$ cat src/hdl/cte_pkg.sv
`timescale 1ns / 1ps

package cte_pkg;

  // Table geometry
  localparam int TABLE_ENTRIES = 64;
  localparam int SLOT_W        = (TABLE_ENTRIES > 1) ? $clog2(TABLE_ENTRIES) : 1;

  // Field widths
  localparam int OP_W     = 3;
  localparam int HANDLE_W = 64;
  localparam int WORD_W   = 32;
  localparam int SIDX_W   = 8;

  // Stream packing
  localparam int IN_FIELDS_W  = OP_W + HANDLE_W + 2 * WORD_W + SIDX_W;
  localparam int IN_TDATA_W   = ((IN_FIELDS_W + 7) / 8) * 8;
  localparam int OUT_FIELDS_W = 1 + HANDLE_W + 3 * WORD_W;
  localparam int OUT_TDATA_W  = ((OUT_FIELDS_W + 7) / 8) * 8;

  // Generation held by an entry that was never written
  localparam logic [WORD_W-1:0] GEN_RESET = WORD_W'(1);

  typedef logic [SLOT_W-1:0] slot_t;

  typedef enum logic [OP_W-1:0] {
    OP_CREATE   = 3'd0,
    OP_DELEGATE = 3'd1,
    OP_CHECK    = 3'd2,
    OP_AUDIT    = 3'd3,
    OP_DESTROY  = 3'd4,
    OP_SNAPSHOT = 3'd5
  } op_t;

  typedef enum logic {
    S_IDLE,
    S_EXEC
  } state_t;

  // One stored entry
  typedef struct packed {
    logic [WORD_W-1:0] item_type;
    logic [WORD_W-1:0] rights;
    logic [WORD_W-1:0] generation;
  } entry_t;

  // Flag update from the execute stage to the allocator
  typedef struct packed {
    logic  claim;
    slot_t claim_slot;
    logic  release_en;
    slot_t release_slot;
  } flag_upd_t;

endpackage

$ cat src/hdl/cte_alloc.sv
`timescale 1ns / 1ps

module cte_alloc (
  input  logic                             clk,
  input  logic                             rst_n,
  input  cte_pkg::flag_upd_t               upd,
  output logic [cte_pkg::TABLE_ENTRIES-1:0] used,
  output logic [cte_pkg::TABLE_ENTRIES-1:0] written,
  output logic                             free_found,
  output cte_pkg::slot_t                   free_slot
);
  import cte_pkg::*;

  logic [TABLE_ENTRIES-1:0] used_r, used_nxt;
  logic [TABLE_ENTRIES-1:0] wrtn_r, wrtn_nxt;

  // Apply claim and release to the flags
  always_comb begin
    used_nxt = used_r;
    wrtn_nxt = wrtn_r;
    if (upd.claim) begin
      used_nxt[upd.claim_slot] = 1'b1;
      wrtn_nxt[upd.claim_slot] = 1'b1;
    end
    if (upd.release_en) begin
      used_nxt[upd.release_slot] = 1'b0;
      wrtn_nxt[upd.release_slot] = 1'b1;
    end
  end

  always_ff @(posedge clk) begin
    if (!rst_n) begin
      used_r <= '0;
      wrtn_r <= '0;
    end else begin
      used_r <= used_nxt;
      wrtn_r <= wrtn_nxt;
    end
  end

  // Find the lowest free slot
  always_comb begin
    free_found = 1'b0;
    free_slot  = '0;
    for (int i = TABLE_ENTRIES - 1; i >= 0; i--) begin
      if (!used_r[i]) begin
        free_found = 1'b1;
        free_slot  = SLOT_W'(i);
      end
    end
  end

  assign used    = used_r;
  assign written = wrtn_r;

endmodule
$ cat config.mk
export PLATFORM = sky130hd
export DESIGN_NAME = cte_alloc
export DESIGN_NICKNAME = d
export VERILOG_FILES = /design/src/hdl/cte_pkg.sv /design/src/hdl/cte_alloc.sv
export SDC_FILE = /design/constraint.sdc
export NUM_CORES = 1
export LEC_CHECK = 0
export ABC_AREA = 1
export BUFFER_PORTS_ARGS = -buffer_cell sky130_fd_sc_hd__buf_4
export CORE_MARGIN = 2
export CORE_UTILIZATION = 50
export CTS_BUF_LIST = sky130_fd_sc_hd__clkbuf_8
export CTS_CLUSTER_DIAMETER = 200
export DETAILED_ROUTE_END_ITERATION = 7
export GPL_TIMING_DRIVEN = 0
export PLACE_DENSITY = 0.88
export SLEW_MARGIN = 20
export SYNTH_ARGS = -nofsm -noshare
export SYNTH_HDL_FRONTEND = slang
export SYNTH_SLANG_ARGS = --single-unit
$ cat constraint.sdc
create_clock -name clk -period 4.55 [get_ports clk]
set_input_delay 0.6825 -clock clk [delete_from_list [all_inputs] [get_ports clk]]
set_output_delay 0.6825 -clock clk [all_outputs]
set_load 0.1 [all_outputs]
[After elaboration in Yosys (flattened, before gate mapping)]
Cells that the tools add are included.
Storage, ports and cells
  output and inout port bits: 135
  word-level logic and storage cells: 149
  flip-flop bits (word level): 128
Operators by class
  order comparisons: 4
  multiplexer cells: 136
  reductions and logical operators: 2
  bitwise logic cells: 5
Operators by type and width (number)
  6-bit two-way mux: 64
  64-bit two-way mux: 4
  64-bit OR: 3
  1-bit two-way mux: 66
  64-bit bitwise AND: 1
  64-bit NOT: 1
  6-bit by 7-bit less-than comparator with 1-bit output, second input constant: 2
  1-bit demux with 6-bit select: 2
  6-bit by 1-bit >= comparator with 1-bit output, second input constant: 2
  1-bit logical AND: 2

[Longest topological paths before layout]
Gate-level depths: netlist of run 1.
  depth after elaboration: 64
  mapped depth: 63
  gate-level depth less buffers: 63

[Worst setup path before layout of run 1]
OpenSTA, ideal clock, no wires.
  path type: reg-to-output
  from: register used_r[62], in the netlist used[62]
  to: output port free_slot[0]
  slack: -2.388 ns
  buffers on the path: 0
  cell stages (with the launch flop): 63
  data arrival time: 6.256 ns
  cell sequence: dfxtp_1 > nand2_1 > nand2_1 > nand2_1 > nand2_1 > nand2_1 > nand2_1 > nand2_1 > nand2_1 > nand2_1 > nand2_1 > nand2_1 > nand2_1 > nand2_1 > nand2_1 > nand2_1 > nand2_1 > nand2_1 > [27 not listed] > nand2_1 > nand2_1 > nand2_1 > nand2_1 > nand2_1 > nand2_1 > nand2_1 > nand2_1 > nand2_1 > nand2_1 > nand2_1 > nand2_1 > nand2_1 > nand2_1 > nand2_1 > nand2_1 > nand2_1 > a21oi_2
On the way
  word-level cells in the longest chain between the ends: 63
Ends and longest elaborated chain
  from (decl): line cte_alloc.sv:14  | logic [TABLE_ENTRIES-1:0] used_r, used_nxt;
  from (signal assigned): line cte_alloc.sv:36  | used_r <= used_nxt;
  6-bit two-way mux (63 in series): line cte_alloc.sv:46  | if (!used_r[i]) begin
  to (decl): line cte_alloc.sv:10  | output cte_pkg::slot_t free_slot
No other way between the ends.

[Worst setup path in the final report of run 1]
  from: register used_r[63], in the netlist used[63]
  to: output port free_slot[0]
On the way
  word-level cells in the longest chain between the ends: 64
Ends and longest elaborated chain (line)
  6-bit two-way mux (64 in series): cte_alloc.sv:46
No other way between the ends.

==> results of run 1 <==
## per-stage QoR
| step | setup TNS (ps) | area, µm² | hold slack (ps) | instances | worst slack, ps |
|---|---|---|---|---|---|
| finish | -526 | 7210 | 480 | 1128 | -526 |
| global route | -1180 | 7210 | 511 | 1128 | -1180 |
| CTS | -518 | 7200 | 480 | 1128 | -518 |
| detailed placement | -167 | 6770 | 459 | 1094 | -167 |
| global placement | -103 | 6770 | 454 | 1094 | -103 |
| floorplan | -1810 | 5470 | 619 | 804 | -1490 |
## synthesized netlist by cell type, drive strengths merged
master and number:
o211ai 2, nand4 3, o21ai 39, a211oi 1, a31oi 2, nor2 222, nor4 1, a21boi 1
nand2 115, o31ai 17, a21oi 78, dfxtp 128, inv 101, nand3 8, nor3 69, o22ai 1
clkbuf 16
## cells by family (layout without fill, tap and decap cells)
logic type / count (synthesis) / in the layout
buf+inv: 117 / 301
flops: 128 / 128
compound gates: 141 / 141
simple gates: 418 / 418
## state kept, by name (all words and copies together), names as in the netlist
name / flops
used: 64
written: 64
## per-layer routing
metal | GRT usage | share of wire | vias to the layer above | wire length, µm
li1 | - | - | 2932 | -
met1 | 0.412 | 0.39 | 2794 | 7190
met2 | 0.479 | 0.44 | 402 | 8220
met3 | 0.0651 | 0.12 | 78 | 2270
met4 | 0.170 | 0.051 | 0 | 951
met5 | 0 | 0 | - | 0
## power by group
part | switching (mW) | total, mW | internal [mW]
sequential | 0.0106 | 1.14 | 1.13
combinational | 0.182 | 0.227 | 0.0453
clock | 0.475 | 1.01 | 0.538
total | 0.667 | 2.38 | 1.71
## critical path, delay by kind of cell (launching register included)
family / cells / cell delay [ps]
DFF: 1 / 360
and+or+nand+nor: 61 / 3190
buffers and inverters: 2 / 240
AOI/OAI and AO/OA: 1 / 150
## what timing repair did
| action | CTS | global route |
|---|---|---|
| pin swaps | 2 | 0 |
| gates cloned | 0 | 0 |
| setup endpoints to repair | 1 | 1 |
| setup buffers | 2 | 0 |
| gates resized for setup | 4 | 2 |
## path summary, 6_finish.rpt
| check | start | to | slack (ps) | cells after the start |
|---|---|---|---|---|
| max | used[63] | free_slot[0] | -530 | 64 |
| min | written[33] | written[33] | 480 | 2 |
| max reg2reg | written[32] | written[32] | 3740 | 2 |
| min reg2reg | written[33] | written[33] | 480 | 2 |
## cell type report
class	count	area, µm²	area share
Buffer	16	60.1	0.00833
Sequential cell	128	2580	0.358
Clock buffer	17	234	0.0325
Timing Repair Buffer	152	1150	0.160
Multi-Input combinational cell	559	2460	0.341
Tap cell	140	175	0.0243
Clock inverter	15	168	0.0233
Inverter	101	382	0.0529
==> impl_metrics.json, run 1 <==
{
  "yosys.area_share.simple": 0.308,
  "finalWorstSetupSlack_ps": -526,
  "synth_area_leaders": "dfxtp_1 (47%), nor2_1 (15%), nand2_1 (7.9%)",
  "fin_nets": 991,
  "p_per_area_nw_per_um2": 330,
  "max_stage_delay_ps": 360,
  "fin_crit_sh": 1.12,
  "initial_core_util": 0.507,
  "crit_fanout": 2,
  "synth_top_area_cell": "dfxtp_1",
  "max_clock_freq_ghz": 0.197,
  "cts.sinks": 128,
  "worst_pin_slew_ps": 1140,
  "required_ps": 3870,
  "postRouteWirelength_mm": 18.6,
  "setup_viol": 1,
  "crit_type": "flip-flop to output port",
  "wl_per_cell_um": 16.5,
  "track_usage": 0.313,
  "synth_top_family_by_area": "simple AND/OR/NAND/NOR gates",
  "peakVddDrop_uv": 209,
  "insertion_delay_ps": 440,
  "synth_area_um2": 5440,
  "antenna_cells": 0,
  "skew_ps": 0,
  "synth.distinct_cells": 19,
  "synth_cells": 804,
  "ant_nets": 0,
  "clockRootBuffer": "clkbuf_8",
  "num_rows": 38,
  "dp_hpwl_mm": 13.3,
  "status": "finished with violations",
  "hp-class": "flip-flop to flip-flop",
  "postSynthAreaPerCell_um2": 6.77,
  "cts_made_buffers": 17,
  "vias_per_cell": 5.50,
  "crit_top_cell": "nand2_1",
  "slew_headroom": 0.233,
  "p_leak_nw": 3.08,
  "seq_area_frac_synth": 0.471,
  "grt_setup_unrepaired": "yes",
  "grt_pass1_wl_mm": 27.6,
  "die_x_um": 108,
  "drc_errors": 0,
  "die_h_um": 108,
  "cap_violations": 0,
  "end_kind": "output port",
  "final_common_cell": "nor2_1",
  "grt-ovfl-total": 0,
  "nFillCells": 943,
  "total_power_mw": 2.38,
  "yosysWarnings": 0,
  "drtIter0Drc": 619,
  "grt_max_degree": 17,
  "grt_antenna_before_repair": 0,
  "htree_levels": 4,
  "report.final.slew_viol_count": 0,
  "final_cell_mix": "nor2_1 (222), buf_4 (151), dfxtp_1 (120)",
  "core_um2": 10700,
  "synth_xor_area_frac": 0,
  "vias": 6206,
  "clk_pin_slew_ps": 80,
  "violations": "setup timing",
  "io_pins": 151,
  "tritoncts": "done",
  "ys_seq_elements": 128,
  "period_minus_slack_ps": 5080,
  "io_buffers": 150,
  "die_area_um2": 11700,
  "grt_pass1_vias": 5322,
  "drt-pass1-iter-count": 6,
  "synth_fp_nets": 820,
  "ctsHoldBuffers": 0,
  "synth_top_area_frac": 0.471,
  "synthMuxAreaShare": 0,
  "place.gp.congestion": 0.949,
  "cp_slowest_cell": "dfxtp_4",
  "utilization": 0.671,
  "synth-adder-area-share": 0,
  "hold_viol_final": 0,
  "arrival_ps": 4390,
  "areaGrowthSynthToFinish_pct": 32.4,
  "final_layout_size_suffix_gt1_frac": 0.199,
  "synth_compound_area_frac": 0.141,
  "cp-start-kind": "flip-flop",
  "clockBufferDepth": 2
}
Note: power is estimated with default switching activity, not from simulation.
==> inputs of run 2 (changes only) <==
- CORE_ASPECT_RATIO: unset -> 1.5
==> impl_metrics.json, run 2 (same netlist as run 1, synthesis figures left out) <==
{
  "status": "finished with violations",
  "violations": "setup timing",
  "period_minus_slack_ps": 5160,
  "hp-class": "flip-flop to flip-flop",
  "cp-start-kind": "flip-flop",
  "insertion_delay_ps": 450,
  "peakVddDrop_uv": 221,
  "initial_core_util": 0.514,
  "ctsHoldBuffers": 0,
  "place.gp.congestion": 0.985,
  "dp.cells": 1098,
  "crit_top_cell": "nand2_1",
  "cp.depth": 64,
  "r2r-start": "used[1]",
  "num_rows": 46,
  "final_layout_size_suffix_gt1_frac": 0.194,
  "drt-pass1-iter-count": 6,
  "htree_levels": 4,
  "grt_setup_unrepaired": "yes",
  "cts_made_buffers": 17,
  "areaGrowthSynthToFinish_pct": 32.7,
  "arrival_ps": 4480,
  "grt_antenna_before_repair": 0,
  "dp_hpwl_mm": 13.8,
  "crit_type": "flip-flop to output port",
  "vias_per_cell": 5.53,
  "core_um2": 10600,
  "required_ps": 3870,
  "r2r_cells": 2,
  "r2r_slack_ps": 3730,
  "holdPathStages": 2,
  "postRouteWirelength_mm": 18.8,
  "timing.rr.end": "used[1]",
  "setup_viol": 1,
  "path_buf_inv": 2,
  "drc_errors": 0,
  "cap_violations": 0,
  "tritoncts": "done",
  "die_x_um": 89.2,
  "ant_nets": 0,
  "track_usage": 0.320,
  "layout.cells.non_filler": 1131,
  "total_power_mw": 2.40,
  "vias": 6250,
  "cts.sinks": 128,
  "path_delay_family": "simple AND/OR/NAND/NOR gates",
  "finalWorstSetupSlack_ps": -611,
  "max_clock_freq_ghz": 0.194,
  "fin_nets": 990,
  "drtIter0Drc": 669,
  "grt-ovfl-total": 0,
  "p_per_area_nw_per_um2": 332,
  "die_h_um": 132,
  "clk_pin_slew_ps": 70,
  "antenna_cells": 0,
  "slew_headroom": 0.259,
  "skew_ps": 0,
  "min_to": "written[46]",
  "fin_area_um2": 7220,
  "grt_pass1_vias": 5688,
  "grt_max_degree": 17,
  "wl_per_cell_um": 16.7,
  "die_area_um2": 11800,
  "max_stage_delay_ps": 350,
  "crit_fanout": 2,
  "clockBufferDepth": 2,
  "worst_pin_slew_ps": 1100,
  "grt_pass1_wl_mm": 28.5,
  "final.setup.tns_ps": -611,
  "hp-start": "written[46]",
  "cp_slowest_cell": "dfxtp_4",
  "p_leak_nw": 3.10,
  "hold_viol_final": 0,
  "end_kind": "output port",
  "io_buffers": 150,
  "report.final.slew_viol_count": 0,
  "io_pins": 151,
  "placed_area_um2": 6780,
  "fin_crit_sh": 1.13,
  "final_common_cell": "nor2_1",
  "clockRootBuffer": "clkbuf_8",
  "final_cell_mix": "nor2_1 (222), buf_4 (149), dfxtp_1 (120)"
}
## run 2: cell count changes in the layout (fill, tap and decap cells not counted), moves of 2 or more
cell        previous run  this run
inv_4                  3         0
clkinvlp_4             2         0
clkinv_2               4         2
clkbuf_8              17        22
clkinv_4               2         0
buf_4                151       149
inv_1                100       104
## run 2: what timing repair did
item,CTS,global route
gates cloned,0,0
setup endpoints to repair,1,2
buffers inserted,1,0
pin swaps,1,0
gates resized for setup,3,2
## run 2: area by class of cell
| cell class | instances | area [µm²] |
|---|---|---|
| multi-input cells | 559 | 2450 |
| clock inverters | 10 | 119 |
| well taps | 144 | 180 |
| inverters | 101 | 379 |
| plain buffers | 16 | 60.1 |
| clock buffers | 22 | 303 |
| fillers | 934 | 3370 |
| repair buffers | 151 | 1150 |
| flip-flops and latches | 128 | 2580 |
## run 2: power breakdown
part           switching [mW]  total, mW  internal [mW]
clock                   0.428       1.03          0.603
sequential             0.0106       1.14           1.13
combinational           0.183      0.228         0.0452
## run 2: how the worst max path moves through the flow
stage	start	slack (ps)	endpoint
after detailed placement	used[63]	-160	free_slot[0]
after CTS	used[63]	-580	free_slot[0]
after floorplan	used[62]	-1490	free_slot[0]
after global placement	used[63]	-120	free_slot[0]
final	used[63]	-610	free_slot[0]
after global routing	used[63]	-1260	free_slot[0]
## run 2: metal layers
layer	up-vias	global-route usage	routed length, µm
li1	2928	-	-
met1	2836	0.377	6690
met2	400	0.518	9040
met3	86	0.0689	1920
met4	0	0.192	1200
met5	-	0	0
## run 2: worst reg2reg max path, stage by stage (launching register included)
cell and delay (ps):
dfxtp_1 500, a21oi_1 70, nor3_1 180
## run 2: stage by stage
stage	setup slack [ps]	hold WS, ps	util
finish	-611	477	0.682
global route	-1260	506	0.682
CTS	-584	482	0.682
detailed placement	-162	460	0.640
global placement	-121	457	0.640
floorplan	-1490	619	-
==> inputs of run 3 (changes only) <==
- SKIP_CTS_REPAIR_TIMING: unset -> 1
==> impl_metrics.json, run 3 (same netlist as run 1, synthesis figures left out) <==
{
  "status": "finished with violations",
  "violations": "setup timing",
  "crit_top_cell": "nand2_1",
  "tritoncts": "done",
  "pwr-share-clk": 0.429,
  "grt_pass1_vias": 5684,
  "dp_hpwl_mm": 13.8,
  "top_layer_used": "met4",
  "met2WireLength_mm": 9.10,
  "wl_met1_mm": 6.74,
  "drt-pass1-iter-count": 5,
  "core_um2": 10600,
  "arrival_ps": 4450,
  "areaGrowthSynthToFinish_pct": 32.7,
  "path_buf_inv": 2,
  "swShare": 0.259,
  "setup_viol": 1,
  "slew_headroom": 0.259,
  "die_area_um2": 11800,
  "final_cell_mix": "nor2_1 (222), buf_4 (149), dfxtp_1 (120)",
  "grt_max_degree": 17,
  "fin_crit_sh": 1.13,
  "ant_nets": 0,
  "hp-start": "written[46]",
  "grt_pass1_wl_mm": 28.5,
  "finalWorstSetupSlack_ps": -586,
  "clk_pin_slew_ps": 70,
  "grt_setup_unrepaired": "yes",
  "cap_violations": 0,
  "dr_wl_met3_mm": 1.85,
  "drc_errors": 0,
  "antenna_cells": 0,
  "vias_per_cell": 5.54,
  "report.final.slew_viol_count": 0,
  "end_kind": "output port",
  "place.gp.congestion": 0.985,
  "place_ws_ps": -162,
  "cp-start-kind": "flip-flop",
  "drtIter0Drc": 669,
  "hold_viol_final": 0,
  "combPwrFrac": 0.095,
  "vias": 6264,
  "num_rows": 46,
  "utilization": 0.682,
  "io_pins": 151,
  "insertion_delay_ps": 450,
  "track_usage": 0.320,
  "die_x_um": 89.2,
  "crit_fanout": 2,
  "dp.cells": 1098,
  "p_per_area_nw_per_um2": 332,
  "p_leak_nw": 3.10,
  "htree_levels": 4,
  "hp-class": "flip-flop to flip-flop",
  "fin_nets": 990,
  "clockBufferDepth": 2,
  "layout.cells.non_filler": 1131,
  "max_clock_freq_ghz": 0.195,
  "final_common_cell": "nor2_1",
  "io_buffers": 150,
  "skew_ps": 0,
  "p_int_mw": 1.78,
  "grt_antenna_before_repair": 0,
  "required_ps": 3870,
  "initial_core_util": 0.514,
  "cts.sinks": 128,
  "clockRootBuffer": "clkbuf_8",
  "grt-ovfl-total": 0,
  "wl_per_cell_um": 16.7,
  "postRouteWirelength_mm": 18.9,
  "die_h_um": 132,
  "cp_slowest_cell": "dfxtp_4",
  "final_layout_size_suffix_gt1_frac": 0.194,
  "cts_made_buffers": 17,
  "crit_type": "flip-flop to output port",
  "max_stage_delay_ps": 350,
  "power_frac_seq": 0.476,
  "path_delay_family": "simple AND/OR/NAND/NOR gates",
  "crit_start": "used[63]",
  "period_minus_slack_ps": 5140,
  "peakVddDrop_uv": 221,
  "r2r-start": "used[1]",
  "net-switching-power_mw": 0.620,
  "worst_pin_slew_ps": 1100
}
run 3: cell counts in the layout (fill, tap and decap cells not counted):
No cell type changed its count.
run 3: stage by stage:
step	power (mW)	hold slack, ps	TNS [ps]	area (µm²)
after floorplan	1.32	619	-1810	5470
after global placement	1.39	457	-121	6780
after detailed placement	1.39	460	-162	6780
after CTS	2.40	482	-706	7200
after global routing	2.45	506	-1250	7220
final	2.40	477	-586	7220
run 3: worst paths after layout:
check | to | slack, ps | cells after the start
worst max-delay path | free_slot[0] | -590 | 64
worst min-delay path | written[46] | 480 | 2
worst max register to register | used[1] | 3710 | 2
worst min register to register | written[46] | 480 | 2
run 3: routing by layer:
metal,up-vias,GRT usage
met5,-,0
met3,86,0.0689
li1,2926,-
met2,405,0.517
met1,2847,0.377
met4,0,0.192
run 3: power by group through the flow:
| stage | clock network, mW | registers (mW) | logic (mW) |
|---|---|---|---|
| detailed placement | 0 | 1.17 | 0.223 |
| global route | 1.07 | 1.14 | 0.238 |
| finish | 1.03 | 1.14 | 0.228 |
| floorplan | 0 | 1.25 | 0.0676 |
| CTS | 1.03 | 1.14 | 0.224 |
| global placement | 0 | 1.17 | 0.221 |
run 3: final cells by class:
| cell class | instances | area [µm²] |
|---|---|---|
| timing repair buffer | 151 | 1150 |
| buffer | 16 | 60.1 |
| clock inverter | 10 | 119 |
| fill | 934 | 3370 |
| clock buffer | 22 | 303 |
| multi-input combinational | 559 | 2450 |
| inverter | 101 | 379 |
| tap | 144 | 180 |
| sequential | 128 | 2580 |
run 3: tightest hold or removal path: cells and delay by family (launching register included):
family / cells / cell delay (ps)
AO/OA/AOI/OAI: 1 / 80
buffers and inverters: 1 / 40
flip-flops: 1 / 330
